**src/design/md5_message_digest_core_assert.svh**
```systemverilog
// Assertion macros for the MD5 core modules, used by md5_back.
// Each macro expects signals named clk and rst_n in the module that uses it.
`ifndef MD5_MESSAGE_DIGEST_CORE_ASSERT_SVH
`define MD5_MESSAGE_DIGEST_CORE_ASSERT_SVH

`ifndef SYNTHESIS

`define MD5_CHECK_SAME(label, ante, cons) \
    label: assert property (@(posedge clk) disable iff (!rst_n) (ante) |-> (cons)) \
        else $error("md5 core check failed");

`define MD5_CHECK_NEXT(label, ante, cons) \
    label: assert property (@(posedge clk) disable iff (!rst_n) (ante) |=> (cons)) \
        else $error("md5 core check failed");

`else

`define MD5_CHECK_SAME(label, ante, cons)

`define MD5_CHECK_NEXT(label, ante, cons)

`endif

`endif

```
**src/design/md5_pkg.sv**
```systemverilog
package md5_pkg;

    typedef logic [15:0][31:0] block_t;

    // One block handed from the packer to the compression engine.
    typedef struct packed {
        block_t words;
        logic   is_final;
    } blk_entry_t;

    typedef struct packed {
        logic full;
        logic empty;
    } q_status_t;

    localparam logic [31:0] CHAIN_INIT [4] = '{
        32'h67452301, 32'hEFCDAB89, 32'h98BADCFE, 32'h10325476
    };

    localparam logic [7:0] PAD_BYTE = 8'h80;
    localparam logic [5:0] LEN_START = 6'd56;
    localparam logic [5:0] LAST_SLOT = 6'd63;

    localparam logic [3:0] MSG_FIRST [4] = '{4'd0, 4'd1, 4'd5, 4'd0};
    localparam logic [3:0] MSG_STRIDE [4] = '{4'd1, 4'd5, 4'd3, 4'd7};

    localparam logic [4:0] ROT_AMT [4][4] = '{
        '{5'd7, 5'd12, 5'd17, 5'd22},
        '{5'd5, 5'd9,  5'd14, 5'd20},
        '{5'd4, 5'd11, 5'd16, 5'd23},
        '{5'd6, 5'd10, 5'd15, 5'd21}
    };

    localparam logic [31:0] K_ADD [64] = '{
        32'hd76aa478, 32'he8c7b756, 32'h242070db, 32'hc1bdceee,
        32'hf57c0faf, 32'h4787c62a, 32'ha8304613, 32'hfd469501,
        32'h698098d8, 32'h8b44f7af, 32'hffff5bb1, 32'h895cd7be,
        32'h6b901122, 32'hfd987193, 32'ha679438e, 32'h49b40821,
        32'hf61e2562, 32'hc040b340, 32'h265e5a51, 32'he9b6c7aa,
        32'hd62f105d, 32'h02441453, 32'hd8a1e681, 32'he7d3fbc8,
        32'h21e1cde6, 32'hc33707d6, 32'hf4d50d87, 32'h455a14ed,
        32'ha9e3e905, 32'hfcefa3f8, 32'h676f02d9, 32'h8d2a4c8a,
        32'hfffa3942, 32'h8771f681, 32'h6d9d6122, 32'hfde5380c,
        32'ha4beea44, 32'h4bdecfa9, 32'hf6bb4b60, 32'hbebfbc70,
        32'h289b7ec6, 32'heaa127fa, 32'hd4ef3085, 32'h04881d05,
        32'hd9d4d039, 32'he6db99e5, 32'h1fa27cf8, 32'hc4ac5665,
        32'hf4292244, 32'h432aff97, 32'hab9423a7, 32'hfc93a039,
        32'h655b59c3, 32'h8f0ccc92, 32'hffeff47d, 32'h85845dd1,
        32'h6fa87e4f, 32'hfe2ce6e0, 32'ha3014314, 32'h4e0811a1,
        32'hf7537e82, 32'hbd3af235, 32'h2ad7d2bb, 32'heb86d391
    };

    // Nonlinear function of the round group.
    function automatic logic [31:0] mix(
        input logic [1:0]  grp,
        input logic [31:0] x,
        input logic [31:0] y,
        input logic [31:0] z
    );
        logic [31:0] r;
        case (grp)
            2'd0:    r = (x & y) | (~x & z);
            2'd1:    r = (x & z) | (y & ~z);
            2'd2:    r = x ^ y ^ z;
            default: r = y ^ (x | ~z);
        endcase
        return r;
    endfunction

    // Message word used by a round.
    function automatic logic [3:0] word_sel(input logic [5:0] idx);
        logic [3:0] prod;
        prod = 4'(MSG_STRIDE[idx[5:4]] * idx[3:0]);
        return prod + MSG_FIRST[idx[5:4]];
    endfunction

    function automatic logic [4:0] rot_sel(input logic [5:0] idx);
        return ROT_AMT[idx[5:4]][idx[1:0]];
    endfunction

    function automatic logic [31:0] rotl(input logic [31:0] v, input logic [4:0] s);
        logic [63:0] dbl;
        dbl = {v, v} << s;
        return dbl[63:32];
    endfunction

endpackage

```
**src/design/md5_if.sv**
```systemverilog
interface md5_byte_if;
    logic       valid;
    logic       ready;
    logic [7:0] data_byte;
    logic       byte_valid;
    logic       last_item;

    modport source (output valid, output data_byte, output byte_valid, output last_item,
                    input ready);
    modport sink (input valid, input data_byte, input byte_valid, input last_item,
                  output ready);
endinterface

interface md5_digest_if;
    logic        valid;
    logic        ready;
    logic [63:0] digest_low;
    logic [63:0] digest_high;

    modport source (output valid, output digest_low, output digest_high, input ready);
    modport sink (input valid, input digest_low, input digest_high, output ready);
endinterface

```
**src/design/md5_front.sv**
```systemverilog
module md5_front (
    input  logic                  clk,
    input  logic                  rst_n,
    md5_byte_if.sink              msg,
    input  md5_pkg::q_status_t    q_status,
    output logic                  push,
    output md5_pkg::blk_entry_t   push_entry
);

    typedef enum logic [2:0] {
        F_TAKE = 3'b001,
        F_PAD  = 3'b010,
        F_LEN  = 3'b100
    } front_state_t;

    front_state_t      state_reg, state_next;
    logic [5:0]        pos_reg, pos_next;
    logic [63:0]       len_reg, len_next;
    logic [63:0][7:0]  buf_reg, buf_next;
    logic [63:0][7:0]  pad_bytes;
    logic              accept;

    assign msg.ready = (state_reg == F_TAKE) && !q_status.full;
    assign accept    = msg.valid && msg.ready;

    // Tail block: kept bytes, the pad marker, zeros, and the length when it fits; in F_LEN, zeros and the length.
    always_comb
    begin
        for (int i = 0; i < 64; i++)
        begin
            if (state_reg == F_LEN)
                pad_bytes[i] = 8'h00;
            else if (6'(i) < pos_reg)
                pad_bytes[i] = buf_reg[i];
            else if (6'(i) == pos_reg)
                pad_bytes[i] = md5_pkg::PAD_BYTE;
            else
                pad_bytes[i] = 8'h00;
        end
        if (state_reg == F_LEN || pos_reg < md5_pkg::LEN_START)
        begin
            for (int k = 0; k < 8; k++)
                pad_bytes[56 + k] = len_reg[8 * k +: 8];
        end
    end

    always_comb
    begin
        state_next          = state_reg;
        pos_next            = pos_reg;
        len_next            = len_reg;
        buf_next            = buf_reg;
        push                = 1'b0;
        push_entry.words    = pad_bytes;
        push_entry.is_final = 1'b0;
        case (state_reg)
            F_TAKE:
            begin
                if (accept)
                begin
                    if (msg.byte_valid)
                    begin
                        buf_next[pos_reg] = msg.data_byte;
                        pos_next          = pos_reg + 6'd1;
                        len_next          = len_reg + 64'd8;
                        push_entry.words  = buf_next;
                        push              = (pos_reg == md5_pkg::LAST_SLOT);
                    end
                    if (msg.last_item)
                        state_next = F_PAD;
                end
            end
            F_PAD:
            begin
                if (!q_status.full)
                begin
                    push = 1'b1;
                    if (pos_reg < md5_pkg::LEN_START)
                    begin
                        push_entry.is_final = 1'b1;
                        pos_next            = '0;
                        len_next            = '0;
                        state_next          = F_TAKE;
                    end
                    else
                    begin
                        state_next = F_LEN;
                    end
                end
            end
            F_LEN:
            begin
                if (!q_status.full)
                begin
                    push                = 1'b1;
                    push_entry.is_final = 1'b1;
                    pos_next            = '0;
                    len_next            = '0;
                    state_next          = F_TAKE;
                end
            end
            default:
            begin
                state_next = F_TAKE;
            end
        endcase
    end

    always_ff @(posedge clk or negedge rst_n)
    begin
        if (!rst_n)
        begin
            state_reg <= F_TAKE;
            pos_reg   <= '0;
            len_reg   <= '0;
        end
        else
        begin
            state_reg <= state_next;
            pos_reg   <= pos_next;
            len_reg   <= len_next;
        end
    end

    always_ff @(posedge clk)
    begin
        buf_reg <= buf_next;
    end

endmodule

```
**src/design/md5_block_queue.sv**
```systemverilog
module md5_block_queue #(
    parameter int DEPTH = 2
) (
    input  logic                 clk,
    input  logic                 rst_n,
    input  logic                 push,
    input  md5_pkg::blk_entry_t  push_entry,
    input  logic                 pop,
    output md5_pkg::blk_entry_t  head,
    output md5_pkg::q_status_t   status
);

    localparam int PTR_W = (DEPTH > 1) ? $clog2(DEPTH) : 1;
    localparam int CNT_W = $clog2(DEPTH + 1);
    localparam logic [PTR_W-1:0] PTR_LAST = PTR_W'(DEPTH - 1);
    localparam logic [CNT_W-1:0] CNT_FULL = CNT_W'(DEPTH);

    md5_pkg::blk_entry_t entries_reg [DEPTH];
    logic [PTR_W-1:0]    wr_ptr_reg, wr_ptr_next;
    logic [PTR_W-1:0]    rd_ptr_reg, rd_ptr_next;
    logic [CNT_W-1:0]    count_reg, count_next;

    assign head         = entries_reg[rd_ptr_reg];
    assign status.full  = (count_reg == CNT_FULL);
    assign status.empty = (count_reg == '0);

    always_comb
    begin
        wr_ptr_next = wr_ptr_reg;
        rd_ptr_next = rd_ptr_reg;
        count_next  = count_reg;
        if (push)
            wr_ptr_next = (wr_ptr_reg == PTR_LAST) ? '0 : wr_ptr_reg + 1'b1;
        if (pop)
            rd_ptr_next = (rd_ptr_reg == PTR_LAST) ? '0 : rd_ptr_reg + 1'b1;
        if (push && !pop)
            count_next = count_reg + 1'b1;
        else if (pop && !push)
            count_next = count_reg - 1'b1;
    end

    always_ff @(posedge clk or negedge rst_n)
    begin
        if (!rst_n)
        begin
            wr_ptr_reg <= '0;
            rd_ptr_reg <= '0;
            count_reg  <= '0;
        end
        else
        begin
            wr_ptr_reg <= wr_ptr_next;
            rd_ptr_reg <= rd_ptr_next;
            count_reg  <= count_next;
        end
    end

    always_ff @(posedge clk)
    begin
        if (push)
            entries_reg[wr_ptr_reg] <= push_entry;
    end

endmodule

```
**src/design/md5_back.sv**
```systemverilog
`include "md5_message_digest_core_assert.svh"

module md5_back (
    input  logic                 clk,
    input  logic                 rst_n,
    input  md5_pkg::blk_entry_t  head,
    input  md5_pkg::q_status_t   q_status,
    output logic                 pop,
    md5_digest_if.source         digest
);

    typedef enum logic [2:0] {
        B_IDLE   = 3'b001,
        B_ROUND  = 3'b010,
        B_FINISH = 3'b100
    } back_state_t;

    back_state_t     state_reg;
    logic [5:0]      round_idx_reg;
    logic [5:0]      idx_next;
    md5_pkg::block_t blk_reg;
    logic            final_reg;
    logic [31:0]     rw_reg [4];
    logic [31:0]     chain_reg [4];
    logic [31:0]     sum [4];
    logic [31:0]     km_reg, km_next;
    logic [31:0]     t_word, nb_word;
    logic            out_valid_reg;
    logic [63:0]     out_low_reg, out_high_reg;
    logic            out_free;
    logic            finish_fire;

    assign pop         = (state_reg == B_IDLE) && !q_status.empty;
    assign idx_next    = round_idx_reg + 6'd1;
    assign out_free    = !out_valid_reg || digest.ready;
    assign finish_fire = (state_reg == B_FINISH) && (!final_reg || out_free);

    // The constant plus message word is fetched one round ahead.
    always_comb
    begin
        if (state_reg == B_IDLE)
            km_next = md5_pkg::K_ADD[0] + head.words[md5_pkg::word_sel(6'd0)];
        else
            km_next = md5_pkg::K_ADD[idx_next] + blk_reg[md5_pkg::word_sel(idx_next)];
    end

    assign t_word  = rw_reg[0] + md5_pkg::mix(round_idx_reg[5:4], rw_reg[1], rw_reg[2], rw_reg[3])
                     + km_reg;
    assign nb_word = rw_reg[1] + md5_pkg::rotl(t_word, md5_pkg::rot_sel(round_idx_reg));

    always_comb
    begin
        for (int i = 0; i < 4; i++)
            sum[i] = chain_reg[i] + rw_reg[i];
    end

    assign digest.valid       = out_valid_reg;
    assign digest.digest_low  = out_low_reg;
    assign digest.digest_high = out_high_reg;

    always_ff @(posedge clk or negedge rst_n)
    begin
        if (!rst_n)
        begin
            state_reg     <= B_IDLE;
            round_idx_reg <= '0;
            out_valid_reg <= 1'b0;
            for (int i = 0; i < 4; i++)
                chain_reg[i] <= md5_pkg::CHAIN_INIT[i];
        end
        else
        begin
            if (digest.valid && digest.ready && !(finish_fire && final_reg))
                out_valid_reg <= 1'b0;
            case (state_reg)
                B_IDLE:
                begin
                    if (pop)
                    begin
                        state_reg     <= B_ROUND;
                        round_idx_reg <= '0;
                    end
                end
                B_ROUND:
                begin
                    round_idx_reg <= idx_next;
                    if (round_idx_reg == md5_pkg::LAST_SLOT)
                        state_reg <= B_FINISH;
                end
                B_FINISH:
                begin
                    if (finish_fire)
                    begin
                        state_reg <= B_IDLE;
                        for (int i = 0; i < 4; i++)
                            chain_reg[i] <= final_reg ? md5_pkg::CHAIN_INIT[i] : sum[i];
                        if (final_reg)
                            out_valid_reg <= 1'b1;
                    end
                end
                default:
                begin
                    state_reg <= B_IDLE;
                end
            endcase
        end
    end

    always_ff @(posedge clk)
    begin
        km_reg <= km_next;
        if (pop)
        begin
            blk_reg   <= head.words;
            final_reg <= head.is_final;
            for (int i = 0; i < 4; i++)
                rw_reg[i] <= chain_reg[i];
        end
        else if (state_reg == B_ROUND)
        begin
            rw_reg[0] <= rw_reg[3];
            rw_reg[3] <= rw_reg[2];
            rw_reg[2] <= rw_reg[1];
            rw_reg[1] <= nb_word;
        end
        if (finish_fire && final_reg)
        begin
            out_low_reg  <= {sum[1], sum[0]};
            out_high_reg <= {sum[3], sum[2]};
        end
    end

    `MD5_CHECK_NEXT(a_last_round_finishes, state_reg == B_ROUND && round_idx_reg == md5_pkg::LAST_SLOT, state_reg == B_FINISH)
    `MD5_CHECK_NEXT(a_load_seeds_rounds, pop, state_reg == B_ROUND && round_idx_reg == 6'd0 && rw_reg[1] == chain_reg[1])
    `MD5_CHECK_NEXT(a_digest_restarts_chain, finish_fire && final_reg, out_valid_reg && chain_reg[0] == md5_pkg::CHAIN_INIT[0])

endmodule

```
**src/design/md5_message_digest_core.sv**
```systemverilog
// MD5 hash engine with a byte-wide message channel and a 128-bit digest channel.
// Channel msg carries one beat per item: data_byte with byte_valid set when it holds
// a message byte, and last_item set on the beat that ends the message. A beat with
// byte_valid low and last_item high ends the message without a byte, so the empty
// message is hashed too. Channel digest returns one beat per message: digest_low holds
// digest bytes 0 to 7 and digest_high bytes 8 to 15, byte 0 in bits 7 to 0.
// The front packs bytes into a 64-byte block and pads the message tail; each full or
// padded block goes into a block queue of QUEUE_DEPTH entries. The back compresses one
// block by a load, 64 rounds at one round per cycle and a chaining update, and pops a
// new block only once it is done with the last. Bytes are taken one per cycle until the
// queue fills; sustained, the round loop of the back sets the rate. After the last beat
// the front builds the tail blocks in F_PAD and, when the length does not fit, F_LEN,
// waiting while the queue is full, and msg.ready is low meanwhile.
// Reset clears the queue, the byte count and length, and loads the initial
// chaining value; no clearing pass is needed. When the digest receiver stalls, the
// digest is held in the output register and the back waits at the end of the next
// final block, while the queue and then msg.ready apply backpressure upstream.
module md5_message_digest_core #(
    parameter int QUEUE_DEPTH = 2
) (
    input  logic          clk,
    input  logic          rst_n,
    md5_byte_if.sink      msg,
    md5_digest_if.source  digest
);

    md5_pkg::blk_entry_t push_entry;
    md5_pkg::blk_entry_t head;
    md5_pkg::q_status_t  q_status;
    logic                push;
    logic                pop;

    md5_front u_front (
        .clk        (clk),
        .rst_n      (rst_n),
        .msg        (msg),
        .q_status   (q_status),
        .push       (push),
        .push_entry (push_entry)
    );

    md5_block_queue #(
        .DEPTH (QUEUE_DEPTH)
    ) u_queue (
        .clk        (clk),
        .rst_n      (rst_n),
        .push       (push),
        .push_entry (push_entry),
        .pop        (pop),
        .head       (head),
        .status     (q_status)
    );

    md5_back u_back (
        .clk      (clk),
        .rst_n    (rst_n),
        .head     (head),
        .q_status (q_status),
        .pop      (pop),
        .digest   (digest)
    );

endmodule

```
**src/flat_wrapper.sv**
```systemverilog
// flat-port wrapper written by rule: the top's interface ports become plain ports
module md5_message_digest_core_flat 
#(
    parameter int QUEUE_DEPTH = 2
)
  (clk, rst_n, msg_valid, msg_data_byte, msg_byte_valid, msg_last_item, msg_ready, digest_valid, digest_digest_low, digest_digest_high, digest_ready);
  md5_byte_if msg_i ();
  md5_digest_if digest_i ();
  input  logic clk;
  input  logic rst_n;
  input wire logic [$bits(msg_i.valid)-1:0] msg_valid;
  input wire logic [$bits(msg_i.data_byte)-1:0] msg_data_byte;
  input wire logic [$bits(msg_i.byte_valid)-1:0] msg_byte_valid;
  input wire logic [$bits(msg_i.last_item)-1:0] msg_last_item;
  output wire logic [$bits(msg_i.ready)-1:0] msg_ready;
  output wire logic [$bits(digest_i.valid)-1:0] digest_valid;
  output wire logic [$bits(digest_i.digest_low)-1:0] digest_digest_low;
  output wire logic [$bits(digest_i.digest_high)-1:0] digest_digest_high;
  input wire logic [$bits(digest_i.ready)-1:0] digest_ready;
  assign msg_i.valid = msg_valid;
  assign msg_i.data_byte = msg_data_byte;
  assign msg_i.byte_valid = msg_byte_valid;
  assign msg_i.last_item = msg_last_item;
  assign msg_ready = msg_i.ready;
  assign digest_valid = digest_i.valid;
  assign digest_digest_low = digest_i.digest_low;
  assign digest_digest_high = digest_i.digest_high;
  assign digest_i.ready = digest_ready;
  md5_message_digest_core #(.QUEUE_DEPTH(QUEUE_DEPTH)) u_core (.clk(clk), .rst_n(rst_n), .msg(msg_i), .digest(digest_i));
endmodule
```
**config.mk**
```make
export PLATFORM = sky130hd
export DESIGN_NAME = md5_message_digest_core_flat
export DESIGN_NICKNAME = d
export VERILOG_FILES = /design/src/design/md5_pkg.sv /design/src/design/md5_if.sv /design/src/design/md5_front.sv /design/src/design/md5_block_queue.sv /design/src/design/md5_back.sv /design/src/design/md5_message_digest_core.sv /design/src/flat_wrapper.sv
export VERILOG_INCLUDE_DIRS = /design/src /design/src/design
export SDC_FILE = /design/constraint.sdc
export NUM_CORES = 2
export LEC_CHECK = 0
export CAP_MARGIN = 25
export CORE_MARGIN = 2
export CORE_UTILIZATION = 45
export CTS_CLUSTER_DIAMETER = 120
export CTS_CLUSTER_SIZE = 12
export DETAILED_ROUTE_END_ITERATION = 12
export DONT_BUFFER_PORTS = 1
export PLACE_DENSITY = 0.62
export SKIP_CTS_REPAIR_TIMING = 1
export SLEW_MARGIN = 20
export SYNTH_ARGS = -nofsm -noshare
export SYNTH_HDL_FRONTEND = slang
export SYNTH_SLANG_ARGS = --single-unit
```
**constraint.sdc**
```tcl
create_clock -name clk -period 25.5 [get_ports clk]
set_input_delay 5.1 -clock clk [delete_from_list [all_inputs] [get_ports clk]]
set_output_delay 5.1 -clock clk [all_outputs]
set_load 0.01 [all_outputs]
```
==> out/results.txt <==
Placed Area = 128,000 um2
Antenna Nets Post-Route = 0
#FFs+latches synth = 2,551
clock sinks = 2,551
drt initial violations = 8,536
io pins = 144
# rows = 192
worst-path fanout max = 36
vias per inst = 6.24
maximum vdd drop = 0.0645 mV
via count = 80,300
final setup TNS = 0 ps
Async SR Flop Fraction = 8.31%
# H-tree levels = 4
XOR/XNOR Fraction of Synth Area = 1.87%
Switching Fraction = 24.1%
Rel. slew slack = 24.7%
mux contribution to synthesized area = 13.0%
period utilization = 40.7%
Synth Instances = 9,232
Power per Cell Area = 66.0 nW/um2
Pre-Repair DR Iteration Count = 6
max-slew violation count = 0
largest family of logic cells by synthesized area = multiplexers
DP HPWL = 231,000 um
Pint = 6760 uW
LEAKAGE = 0.0466 uW
crit start category = flop
top cells by count, synth = edfxtp_1 (2,307), mux2_2 (1,018), nand2_1 (813)
clk_lat worst skew = 970 ps
Synth Area in Compound Gates = 12.0%
worst-case reg-to-reg path depth = 39
Num CTS Buffers = 237
sequential power share = 54.3%
dominant synthesized flop cell = edfxtp_1
GPL Wtd Cong = 0.922
status = finished, final reports clean
DR DRC count = 0
Synth Area per Inst = 13.4 um2
GRT Resource Usage Total = 25.1%
Final min period = 10,380 ps
CP Capture Type = flop
critical path class = flop to flop
combinational power share = 8.7%
Clk network pwr share = 37.0%
Hold WC Path Type = flop to flop
Final Cell Area = 135,000 um2
clk buf depth = 4
cell depth of the worst setup path = 39
die area = 280,000 um2
CTS tree = built
Buffers & Inverters on Critical Path = 6
critical path's top delay family = compound AO/OA/AOI/OAI gates
GRT overflow = 0
Setup-failing EPs final = 0
vias in the first global route = 79,000
Die H = 529 um
Net Switching = 2140 uW
measured slew at the worst slew-check pin = 1130 ps
post-synth top area share = 55.9%
Die W = 529 um
post-synthesis instance area = 124,000 um2
hold depth = 1
area leader, netlist = edfxtp_1
initial antenna violation count = 15
first-pass GRT wire length = 528,000 um
register area share after synthesis = 60.8%
clk slew on worst S/H paths = 60 ps
Largest register FFs = 1,026
share of cells above drive strength 1 = 19.2%
Synth-to-Final Area Change = 8.98%
Initial Utilization = 45.2%
Port Buf Inserts = 0
post-DR wirelength/cell = 28.0 um
Max stage delay cell, worst path = fa_1
Post-Synth Adder-Cell Area = 3.17%
Synth Warn # = 0
Post-synth EDFFs = 2,307
main area contributors after synthesis = edfxtp_1 (56%), mux2_2 (9.3%), a22o_1 (3.3%)
count leader, synth = edfxtp_1
maxcap violations = 0
Unique masters post-synth = 103
Max Clock Freq = 0.0963 GHz
RSZ-0062 raised after global routing = false
final wirelength = 361,000 um
CTS Root Cell = clkbuf_16
core area = 274,000 um2
Worst Path Required = 26,140 ps
Syn Nets = 9,537
largest net degree at the start of global routing = 213
Final Hold Fails = 0
layout net count = 9,441
simple logic cell fraction of the synthesized area = 6.82%
Worst Path Arrival = 11,020 ps
Layout Skew = 103 ps
CP peak stage delay = 540 ps
final timing paths:
kind | startpoint | end | slack (ps)
min | u_core.u_queue.entries_reg[0][427] | u_core.u_back.blk_reg[426] | 490
max | u_core.u_back.round_idx_reg[5] | u_core.u_back.rw_reg[1][30] | 15120
min reg2reg | u_core.u_queue.entries_reg[0][427] | u_core.u_back.blk_reg[426] | 490
max in group asynchronous | rst_n | u_core.u_front.len_reg[34] | 20940
min in group asynchronous | rst_n | u_core.u_back.chain_reg[78] | 3900
max reg2reg | u_core.u_back.round_idx_reg[5] | u_core.u_back.rw_reg[1][30] | 15120
logic make-up (layout without fill, tap and decap cells):
family | count (synthesis) | in the layout
adders and majority gates | 291 | 291
buffers and inverters | 782 | 820
AOI/OAI and AO/OA | 2158 | 2158
DFF | 2551 | 2551
muxes | 1276 | 1276
xor gates and xnor gates | 260 | 260
and+or+nand+nor | 1914 | 1914
other | 0 | 4
placed cells by master (no fill, tap or decap), types with 34 or more instances in the layout:
cell / netlist / final
a211oi_1: 45 / 44
a21o_1: 86 / 86
a21oi_1: 420 / 413
a221oi_1: 74 / 74
a22o_1: 460 / 460
a22oi_1: 52 / 52
a31oi_1: 65 / 65
and3_1: 52 / 52
buf_4: 3 / 151
clkbuf_1: 429 / 118
clkbuf_16: 0 / 240
dfrtp_1: 146 / 145
dfstp_2: 66 / 66
edfxtp_1: 2307 / 2307
fa_1: 39 / 39
ha_1: 252 / 246
inv_1: 267 / 265
mux2_2: 1018 / 1018
mux2i_1: 97 / 97
mux4_2: 161 / 161
nand2_1: 813 / 809
nand2b_1: 38 / 37
nand3_1: 143 / 142
nor2_1: 543 / 529
nor2b_1: 37 / 36
nor3_1: 93 / 91
nor3b_1: 41 / 41
o211ai_1: 39 / 39
o21a_1: 49 / 49
o21ai_0: 477 / 476
o22a_1: 60 / 60
o22ai_1: 54 / 54
o31ai_1: 48 / 48
or3_1: 34 / 34
xnor2_1: 150 / 149
xor2_1: 105 / 105
routing by layer:
layer	up-vias	wire length, um	global-route usage, %
li1	35300	-	-
met1	41200	151000	33.9
met2	3179	173000	41.5
met3	555	22000	3.02
met4	2	14800	9.70
met5	-	20	0
power by group through the flow:
stage | Sequential [uW] | Combinational [uW] | Clock [uW]
after floorplan | 5010 | 516 | 0
after global placement | 4920 | 726 | 0
after detailed placement | 4930 | 756 | 0
after CTS | 4840 | 759 | 3360
after global routing | 4850 | 823 | 3510
final | 4840 | 773 | 3300
through the flow:
step | setup WS, ps | util (%) | hold WS, ps | instances | power, uW
4_1_cts | 15220 | 49.3 | 491 | 12900 | 8950
3_3_place_gp | 15370 | 46.7 | 491 | 12500 | 5640
3_5_place_dp | 15300 | 46.8 | 499 | 12500 | 5680
2_1_floorplan | 4420 | - | 464 | 9232 | 5520
6_report | 15120 | 49.3 | 491 | 12900 | 8910
5_1_grt | 14600 | 49.3 | 497 | 12900 | 9180
cell type report:
cell class	instances	area (um2)
fill	23400	139000
clock buffer	359	6460
tap	3589	4490
sequential	2551	75300
clock inverter	14	272
multi-input combinational	5899	45900
inverter	274	1040
timing repair buffer	173	1590
antenna	4	10.0
Power figures use the tool's default switching activity.
